### src/hw/rtl/scs1_pkg.sv
`timescale 1ns / 1ps

package scs1_pkg;

	// Result of translating one byte.
	typedef struct packed {
		logic [8:0] key;
		logic [7:0] mods;
		logic       prefix;
	} xlat_t;

	// Key codes
	localparam logic [8:0] KEY_NONE   = 9'd0;
	localparam logic [8:0] KEY_ESC    = 9'd256;
	localparam logic [8:0] KEY_F1     = 9'd257;
	localparam logic [8:0] KEY_F11    = 9'd267;
	localparam logic [8:0] KEY_F12    = 9'd268;
	localparam logic [8:0] KEY_CAPS   = 9'd269;
	localparam logic [8:0] KEY_NUM    = 9'd270;
	localparam logic [8:0] KEY_SCROLL = 9'd271;
	localparam logic [8:0] KEY_HOME   = 9'd272;
	localparam logic [8:0] KEY_UP     = 9'd273;
	localparam logic [8:0] KEY_PGUP   = 9'd274;
	localparam logic [8:0] KEY_LEFT   = 9'd275;
	localparam logic [8:0] KEY_RIGHT  = 9'd276;
	localparam logic [8:0] KEY_END    = 9'd277;
	localparam logic [8:0] KEY_DOWN   = 9'd278;
	localparam logic [8:0] KEY_PGDN   = 9'd279;
	localparam logic [8:0] KEY_INS    = 9'd280;
	localparam logic [8:0] KEY_DEL    = 9'd281;
	localparam logic [8:0] KEY_MAX    = KEY_DEL;

	// Modifier bit positions
	localparam int MB_LSHIFT = 0;
	localparam int MB_RSHIFT = 1;
	localparam int MB_LCTRL  = 2;
	localparam int MB_RCTRL  = 3;
	localparam int MB_LALT   = 4;
	localparam int MB_RALT   = 5;
	localparam int MB_CAPS   = 6;
	localparam int MB_NUM    = 7;

	// Scan codes
	localparam logic [7:0] SC_PREFIX = 8'hE0;
	localparam logic [6:0] SC_ESC    = 7'h01;
	localparam logic [6:0] SC_CTRL   = 7'h1D;
	localparam logic [6:0] SC_LSHIFT = 7'h2A;
	localparam logic [6:0] SC_RSHIFT = 7'h36;
	localparam logic [6:0] SC_ALT    = 7'h38;
	localparam logic [6:0] SC_CAPS   = 7'h3A;
	localparam logic [6:0] SC_F1     = 7'h3B;
	localparam logic [6:0] SC_F10    = 7'h44;
	localparam logic [6:0] SC_NUM    = 7'h45;
	localparam logic [6:0] SC_SCROLL = 7'h46;
	localparam logic [6:0] SC_HOME   = 7'h47;
	localparam logic [6:0] SC_UP     = 7'h48;
	localparam logic [6:0] SC_PGUP   = 7'h49;
	localparam logic [6:0] SC_LEFT   = 7'h4B;
	localparam logic [6:0] SC_RIGHT  = 7'h4D;
	localparam logic [6:0] SC_END    = 7'h4F;
	localparam logic [6:0] SC_DOWN   = 7'h50;
	localparam logic [6:0] SC_PGDN   = 7'h51;
	localparam logic [6:0] SC_INS    = 7'h52;
	localparam logic [6:0] SC_DEL    = 7'h53;
	localparam logic [6:0] SC_F11    = 7'h57;
	localparam logic [6:0] SC_F12    = 7'h58;
	localparam logic [6:0] ROM_DEPTH = 7'h59;

	// Unshifted character table
	function automatic logic [7:0] rom_plain(input logic [6:0] sc);
		logic [7:0] ch;
		unique case (sc)
			7'h02: ch = "1";
			7'h03: ch = "2";
			7'h04: ch = "3";
			7'h05: ch = "4";
			7'h06: ch = "5";
			7'h07: ch = "6";
			7'h08: ch = "7";
			7'h09: ch = "8";
			7'h0A: ch = "9";
			7'h0B: ch = "0";
			7'h0C: ch = "-";
			7'h0D: ch = "=";
			7'h0E: ch = 8'h08;
			7'h0F: ch = 8'h09;
			7'h10: ch = "q";
			7'h11: ch = "w";
			7'h12: ch = "e";
			7'h13: ch = "r";
			7'h14: ch = "t";
			7'h15: ch = "y";
			7'h16: ch = "u";
			7'h17: ch = "i";
			7'h18: ch = "o";
			7'h19: ch = "p";
			7'h1A: ch = "[";
			7'h1B: ch = "]";
			7'h1C: ch = 8'h0A;
			7'h1E: ch = "a";
			7'h1F: ch = "s";
			7'h20: ch = "d";
			7'h21: ch = "f";
			7'h22: ch = "g";
			7'h23: ch = "h";
			7'h24: ch = "j";
			7'h25: ch = "k";
			7'h26: ch = "l";
			7'h27: ch = ";";
			7'h28: ch = 8'h27;
			7'h29: ch = 8'h60;
			7'h2B: ch = 8'h5C;
			7'h2C: ch = "z";
			7'h2D: ch = "x";
			7'h2E: ch = "c";
			7'h2F: ch = "v";
			7'h30: ch = "b";
			7'h31: ch = "n";
			7'h32: ch = "m";
			7'h33: ch = ",";
			7'h34: ch = ".";
			7'h35: ch = "/";
			7'h37: ch = "*";
			7'h39: ch = " ";
			7'h47: ch = "7";
			7'h48: ch = "8";
			7'h49: ch = "9";
			7'h4A: ch = "-";
			7'h4B: ch = "4";
			7'h4C: ch = "5";
			7'h4D: ch = "6";
			7'h4E: ch = "+";
			7'h4F: ch = "1";
			7'h50: ch = "2";
			7'h51: ch = "3";
			7'h52: ch = "0";
			7'h53: ch = ".";
			default: ch = 8'h00;
		endcase
		return ch;
	endfunction

	// Shifted character table
	function automatic logic [7:0] rom_shift(input logic [6:0] sc);
		logic [7:0] ch;
		unique case (sc)
			7'h02: ch = "!";
			7'h03: ch = "@";
			7'h04: ch = "#";
			7'h05: ch = "$";
			7'h06: ch = "%";
			7'h07: ch = "^";
			7'h08: ch = "&";
			7'h09: ch = "*";
			7'h0A: ch = "(";
			7'h0B: ch = ")";
			7'h0C: ch = "_";
			7'h0D: ch = "+";
			7'h0E: ch = 8'h08;
			7'h0F: ch = 8'h09;
			7'h10: ch = "Q";
			7'h11: ch = "W";
			7'h12: ch = "E";
			7'h13: ch = "R";
			7'h14: ch = "T";
			7'h15: ch = "Y";
			7'h16: ch = "U";
			7'h17: ch = "I";
			7'h18: ch = "O";
			7'h19: ch = "P";
			7'h1A: ch = "{";
			7'h1B: ch = "}";
			7'h1C: ch = 8'h0A;
			7'h1E: ch = "A";
			7'h1F: ch = "S";
			7'h20: ch = "D";
			7'h21: ch = "F";
			7'h22: ch = "G";
			7'h23: ch = "H";
			7'h24: ch = "J";
			7'h25: ch = "K";
			7'h26: ch = "L";
			7'h27: ch = ":";
			7'h28: ch = 8'h22;
			7'h29: ch = "~";
			7'h2B: ch = "|";
			7'h2C: ch = "Z";
			7'h2D: ch = "X";
			7'h2E: ch = "C";
			7'h2F: ch = "V";
			7'h30: ch = "B";
			7'h31: ch = "N";
			7'h32: ch = "M";
			7'h33: ch = "<";
			7'h34: ch = ">";
			7'h35: ch = "?";
			7'h37: ch = "*";
			7'h39: ch = " ";
			default: ch = 8'h00;
		endcase
		return ch;
	endfunction

	// Translate one byte against the current modifiers and prefix flag.
	function automatic xlat_t translate(input logic [7:0] raw, input logic [7:0] mods,
			input logic pend);
		xlat_t      r;
		logic [6:0] sc;
		logic [7:0] ch;
		r.mods   = mods;
		r.prefix = 1'b0;
		r.key    = KEY_NONE;
		sc       = raw[6:0];
		ch       = 8'h00;
		if (pend) begin
			// Extended code; a second prefix reads as a release and drops out
			if (raw[7]) begin
				if (sc == SC_CTRL) r.mods[MB_RCTRL] = 1'b0;
				if (sc == SC_ALT)  r.mods[MB_RALT]  = 1'b0;
			end else begin
				unique case (sc)
					SC_CTRL:  r.mods[MB_RCTRL] = 1'b1;
					SC_ALT:   r.mods[MB_RALT]  = 1'b1;
					SC_HOME:  r.key = KEY_HOME;
					SC_UP:    r.key = KEY_UP;
					SC_PGUP:  r.key = KEY_PGUP;
					SC_LEFT:  r.key = KEY_LEFT;
					SC_RIGHT: r.key = KEY_RIGHT;
					SC_END:   r.key = KEY_END;
					SC_DOWN:  r.key = KEY_DOWN;
					SC_PGDN:  r.key = KEY_PGDN;
					SC_INS:   r.key = KEY_INS;
					SC_DEL:   r.key = KEY_DEL;
					default:  r.key = KEY_NONE;
				endcase
			end
		end else if (raw == SC_PREFIX) begin
			r.prefix = 1'b1;
		end else if (raw[7]) begin
			// Plain release clears both shifts and the left ctrl and alt
			unique case (sc)
				SC_LSHIFT: r.mods[MB_LSHIFT] = 1'b0;
				SC_RSHIFT: r.mods[MB_RSHIFT] = 1'b0;
				SC_CTRL:   r.mods[MB_LCTRL]  = 1'b0;
				SC_ALT:    r.mods[MB_LALT]   = 1'b0;
				default:   r.key = KEY_NONE;
			endcase
		end else begin
			priority if (sc == SC_LSHIFT) begin
				r.mods[MB_LSHIFT] = 1'b1;
			end else if (sc == SC_RSHIFT) begin
				r.mods[MB_RSHIFT] = 1'b1;
			end else if (sc == SC_CTRL) begin
				r.mods[MB_LCTRL] = 1'b1;
			end else if (sc == SC_ALT) begin
				r.mods[MB_LALT] = 1'b1;
			end else if (sc == SC_CAPS) begin
				r.mods[MB_CAPS] = ~mods[MB_CAPS];
				r.key = KEY_CAPS;
			end else if (sc == SC_NUM) begin
				r.mods[MB_NUM] = ~mods[MB_NUM];
				r.key = KEY_NUM;
			end else if (sc == SC_SCROLL) begin
				r.key = KEY_SCROLL;
			end else if (sc == SC_ESC) begin
				r.key = KEY_ESC;
			end else if (sc == SC_F11) begin
				r.key = KEY_F11;
			end else if (sc == SC_F12) begin
				r.key = KEY_F12;
			end else if (sc >= SC_F1 && sc <= SC_F10) begin
				r.key = KEY_F1 + {2'b00, sc - SC_F1};
			end else if (sc >= ROM_DEPTH) begin
				r.key = KEY_NONE;
			end else begin
				// Look up, swap case under caps, fold under ctrl
				ch = (mods[MB_LSHIFT] || mods[MB_RSHIFT]) ? rom_shift(sc) : rom_plain(sc);
				if (mods[MB_CAPS]) begin
					if (ch >= "a" && ch <= "z")      ch = ch - 8'h20;
					else if (ch >= "A" && ch <= "Z") ch = ch + 8'h20;
				end
				if (mods[MB_LCTRL] || mods[MB_RCTRL]) begin
					if ((ch >= "@" && ch <= "_") || (ch >= "a" && ch <= "z"))
						ch = {3'b000, ch[4:0]};
				end
				r.key = {1'b0, ch};
			end
		end
		return r;
	endfunction

endpackage

### src/hw/rtl/scancode_set1_translator.sv
`timescale 1ns / 1ps

// Scan code set 1 translator.
// Input channel: one raw keyboard byte per beat on raw_byte, qualified by
// in_valid and held off by in_stall. Output channel: one beat per input
// byte on key_code and modifier_bits, qualified by out_valid and held off
// by out_stall. Every input byte gives exactly one output beat; key_code 0
// means no key (prefix bytes, releases, modifier makes, unmapped codes).
// modifier_bits shows the modifiers after the byte is handled.
// A byte passes through an input register, then the translation logic,
// then the result register.
// Throughput: one byte per cycle while the receiver does not stall the
// output; the modifier and prefix registers update once per byte.
// Reset clears the modifiers, the pending prefix and both valid stages.
// When the receiver stalls, the result is held and one more byte can wait
// in the input register; in_stall then rises until the output is taken.
module scancode_set1_translator (
	input  logic       clk,
	input  logic       arst_n,
	input  logic       in_valid,
	output logic       in_stall,
	input  logic [7:0] raw_byte,
	output logic       out_valid,
	input  logic       out_stall,
	output logic [8:0] key_code,
	output logic [7:0] modifier_bits
);

	logic               valid_s1;
	logic [7:0]         raw_s1;
	logic               valid_s2;
	logic [8:0]         key_s2;
	logic [7:0]         mods_s2;
	logic [7:0]         mods_q;
	logic               prefix_q;
	logic               adv;
	logic               take;
	scs1_pkg::xlat_t    xl;

	// Advance stage 1 into the result register when that is free or drained
	assign adv      = ~valid_s2 | ~out_stall;
	assign in_stall = valid_s1 & ~adv;
	assign take     = in_valid & ~in_stall;

	// Translate the held byte
	always_comb begin
		xl = scs1_pkg::translate(raw_s1, mods_q, prefix_q);
	end

	// Control state
	always_ff @(posedge clk or negedge arst_n) begin
		if (!arst_n) begin
			valid_s1 <= 1'b0;
			valid_s2 <= 1'b0;
			mods_q   <= '0;
			prefix_q <= 1'b0;
		end else begin
			if (take) begin
				valid_s1 <= 1'b1;
			end else if (adv) begin
				valid_s1 <= 1'b0;
			end
			if (adv) begin
				valid_s2 <= valid_s1;
			end
			if (adv && valid_s1) begin
				mods_q   <= xl.mods;
				prefix_q <= xl.prefix;
			end
		end
	end

	// Payload registers
	always_ff @(posedge clk) begin
		if (take) raw_s1 <= raw_byte;
		if (adv && valid_s1) begin
			key_s2  <= xl.key;
			mods_s2 <= xl.mods;
		end
	end

	assign out_valid     = valid_s2;
	assign key_code      = key_s2;
	assign modifier_bits = mods_s2;

endmodule

### config.mk
export PLATFORM = sky130hd
export DESIGN_NAME = scancode_set1_translator
export DESIGN_NICKNAME = d
export VERILOG_FILES = /design/src/hw/rtl/scs1_pkg.sv /design/src/hw/rtl/scancode_set1_translator.sv
export SDC_FILE = /design/constraint.sdc
export NUM_CORES = 1
export LEC_CHECK = 0
export BUFFER_PORTS_ARGS = -buffer_cell sky130_fd_sc_hd__buf_4
export CAP_MARGIN = 15
export CORE_UTILIZATION = 60
export DETAILED_ROUTE_END_ITERATION = 8
export GPL_TIMING_DRIVEN = 1
export PLACE_DENSITY_LB_ADDON = 0.3
export SLEW_MARGIN = 20
export SYNTH_ARGS = -nofsm -noshare
export SYNTH_HDL_FRONTEND = slang
export SYNTH_SLANG_ARGS = --single-unit
### constraint.sdc
create_clock -name clk -period 7.6 [get_ports clk]
set_input_delay 0.38 -clock clk [delete_from_list [all_inputs] [get_ports clk]]
set_output_delay 0.38 -clock clk [all_outputs]
set_load 0.03 [all_outputs]
Word level (Yosys, flattened, before mapping)
Memory sizes are Yosys's and may differ from the RTL's. A register that Yosys moved wholly into a read port is not among the register bits.
Index checks and enable logic that the tools add are counted.
Storage, ports and cells
  register bits: 36
  memory bits (read-only): 1344
  input bits: 12
  logic and storage cells: 170
  memories kept: 2
Memory list
  (name not given): words 128, width 7, rd ports 1, clocked after memory_dff 1, wr ports 0, line scs1_pkg.sv:72  | unique case (sc)
  (name not given): words 64, width 7, rd ports 1, clocked after memory_dff 1, wr ports 0, line scs1_pkg.sv:146  | unique case (sc)
Cells by class
  $add $sub $neg: 4
  $lt $le $gt $ge: 11
  eq/ne operators: 21
  mux-type cells: 106
  bitwise logic cells: 9
  reductions and logical operators: 10
Operators with widths (number)
  $mux 8: 53
  $eq 7x7->1 const B: 14
  $mux 9: 10
  $pmux 9 s10: 1
  $mux 11: 5
  $ge 8x7->1 const B: 4
  $le 8x7->1 const B: 4
  $mux 1: 29
  $eq 7x6->1 const B: 4
  $add 9x7->9 const A: 1
  $add 8x6->8 const B: 1
  $eq 8x8->1 const B: 1
  $sub 8x6->8 const B: 1
  $eq 7x1->1 const B: 1
  $eq 7x5->1 const B: 1
  $ge 7x6->1 const B: 1
  $ge 7x7->1 const B: 1
  $le 7x7->1 const B: 1
  $mux 7: 1
  $sub 7x6->7 const B: 1
  $logic_and 1x1->1: 6
  $mux 2: 3
  $mux 3: 2
  $mux 6: 1
  6 further kinds: 14

Depth between registers and ports, before layout
  depth in word-level cells: 57
  depth in mapped cells: 12

Worst setup path before layout
Ideal clock, no wire load.
  kind: register to register
  start point: register valid_s2 (netlist: out_valid)
  end point: register (tool-made name)
  setup time: 0.117 ns
  arrival time: 3.010 ns
  required time: 7.483 ns
  slack: 4.472 ns
  cell stages (with the launch flop): 13
  buffers on the path: 0
  clock period less this slack: 3.128 ns
  cell sequence: dfrtp_1 > nand3_1 > inv_1 > o21ai_0 > nand2_1 > clkinv_1 > ha_1 > inv_1 > a21oi_1 > a21oi_1 > o22ai_1 > a221o_1 > a32o_1
RTL lines
  start: declaration: line scancode_set1_translator.sv:31  | logic valid_s2;
  start signal: assignment: line scancode_set1_translator.sv:64  | valid_s2 <= valid_s1;

==> results.cfg <==
[yosys]
async_flop_share_pct = 22.0
syn_nets = 546
syn-instance-count = 517
ys_types = 82
synth_edf_count = 25
synth_top_area_cell = edfxtp_1
synth.area.mux_share_pct = 5.62
synthXorXnorAreaFrac_pct = 2.01
ys.flop_type = edfxtp_1
synth_simple_gate_area_share_pct = 20.4
syn_area_sq_um = 4360
synth_fa_ha_area_share_pct = 4.88
synth_seq_cells = 50
synth_top_area_share_pct = 17.2
yosysMostFrequentCell = nand2_1
synth_top_family_by_area = compound AO/OA/AOI/OAI gates
synth_compound_area_share_pct = 30.8
synth_area_leaders = edfxtp_1 17%, dfxtp_1 6.4%, dfrtp_1 6.3%
synth_common_cells = 43 x nand2_1, 40 x nor2_1, 39 x o21ai_0
yosysWarnings = 0
syn-mean-instance-area_sq_um = 8.44
synth-seq-area-share_pct = 29.9

[sta]
drv_slew = 0
worst_slack_ns = 3.93
relSlewSlack_pct = 30.8
whs_ns = 0.257
max_freq_ghz = 0.273
fin_crit_ns = 3.67
tightest_slew_ns = 1.04
fin_tns_setup_ns = 0
setup_viol = 0
rsz0062_at_grt = false
skew_ns = 0.0117
hold_viol_final = 0
period_share_pct = 48.3

[route]
wl_per_cell_um = 18.8
ant_nets = 0
drtIter0Drc = 372
vias_per_cell = 6.78
drc = 0
vias = 4199
drt_pass1_iterations = 6
routed_wl_um = 11700

[setup_path]
critPathBufInv = 3
critPathRequiredTime_ns = 7.79
path_class = reg2reg
path_cells = nand3_1 -> inv_1 -> o21ai_0 -> nand2_1 -> clkinv_1 -> ha_1 -> inv_1 -> a21oi_1 -> a21oi_1 -> o22ai_1 -> a221o_1 -> a32o_1
cp_top_family = compound AO/OA/AOI/OAI gates
cp.arrival_ns = 3.86
slowest_stage = clkinv_1
worstSetupEndpointType = flip-flop
critPathLaunchType = flip-flop
max_stage_delay_ns = 0.50
cp_max_fo = 13

[cells_and_area]
antenna_cells = 0
area_delta_synth_final_pct = 6.40
drive_gt1_share_pct = 14.1
fin_util_pct = 67.2
num-nets-final = 551

[power]
combPwrFrac_pct = 45.1
pwr-share-seq_pct = 38.8
p_int_uw = 552
clock_power_share_pct = 16.1
p_switching_uw = 370
irDropWorstVdd_uv = 138
p_sw_share_pct = 40.1
p_leak_nw = 1.84
powerDensity_nw_per_um2 = 199

[placement]
place.gp.congestion = 0.943
io_buffers = 30
hpwl_um = 8520
dpl_worst_slack_ns = 3.97

[cts]
hold_buffers = 1
cts_max_path_buffers = 2
clk_latency_ns = 0.30
cts_buffers = 5
cts_resized = 0
htreeDepth = 2
cts_tree = built
clkSinkCount = 50
root_buffer = clkbuf_8
post-cts-setup-buffers = 0
cts.clk_slew.worst_paths_ns = 0.09

[floorplanning]
start_util_pct = 63.2
die_x_um = 87.3
ios = 31
design.core.area_sq_um = 6910
rows = 30
fp.dieH_um = 87.3
die_area_sq_um = 7610

[job]
max_cap_violations = 0

[outcome]
status = finished clean

[grt]
grt_first_pass_wirelength_um = 18900
grt_overflow_total = 0
grt_use_total_pct = 31.6
grt_pass1_vias = 3865
grt_max_degree = 30
antenna_found_initial = 0

[hold_path]
hp-class = in2reg
power by group through the flow:
| stage | sequential (mW) | combinational (mW) | clock [mW] |
|---|---|---|---|
| finish | 0.358 | 0.416 | 0.149 |
| global route | 0.363 | 0.448 | 0.159 |
| CTS | 0.358 | 0.407 | 0.149 |
| detailed placement | 0.364 | 0.405 | 0 |
| global placement | 0.362 | 0.402 | 0 |
| floorplan | 0.374 | 0.298 | 0 |
cells by family (layout without fill, tap and decap cells):
group | Yosys count | count (layout)
buffers and inverters | 60 | 66
DFF | 50 | 50
and+or+nand+nor | 168 | 168
AOI/OAI and AO/OA | 190 | 190
xor gates and xnor gates | 10 | 10
adders and majority gates | 17 | 17
muxes | 22 | 22
final cells by class:
type | instances | area [sq um]
fillers | 600 | 2270
well taps | 96 | 120
clock inverters | 2 | 8.76
flip-flops and latches | 50 | 1310
clock buffers | 6 | 72.6
inverters | 22 | 82.6
repair buffers | 36 | 273
multi-input cells | 407 | 2780
per-stage QoR:
stage	cell area [sq um]	cells	power [mW]
2_1_floorplan	4360	517	0.672
3_3_place_gp	4550	610	0.764
3_5_place_dp	4550	610	0.769
4_1_cts	4640	619	0.913
5_1_grt	4640	619	0.971
6_report	4640	619	0.923
layer usage:
metal	GRT usage, %	wire, um
met1	39.6	4670
met2	54.8	5630
met3	3.32	957
met4	14.2	402
met5	0	0
path summary, 6_finish.rpt:
check	from	end	slack, ns	cells past startpoint
max	out_valid	flip-flop	3.93	12
min	raw_byte[7]	raw_s1[7]	0.26	1
max reg2reg	out_valid	flip-flop	3.93	12
min reg2reg	valid_s1	out_valid	0.48	1
max in group asynchronous	arst_n	mods_q[6]	6.97	2
min in group asynchronous	arst_n	mods_q[0]	0.45	2
cells in the final DEF (no fill, tap or decap), types with 4 or more instances in the layout:
master	n
nand2_1	43
nor2_1	40
o21ai_0	39
buf_4	35
a21oi_1	30
edfxtp_1	25
nand3_1	19
inv_1	19
ha_1	17
o22ai_1	14
dfxtp_1	14
mux2i_1	11
dfrtp_1	11
mux2_2	10
a211oi_1	10
nor2b_1	10
a31oi_1	9
nand2b_1	8
a22oi_1	8
a221o_1	7
xnor2_1	7
o21a_1	7
nor3_1	6
and2_1	5
a32oi_1	5
a221oi_1	5
a32o_1	5
clkbuf_8	5
and3_1	4
a21boi_0	4
o211ai_1	4
nand3b_1	4
Note: power is estimated with default switching activity, not from simulation.
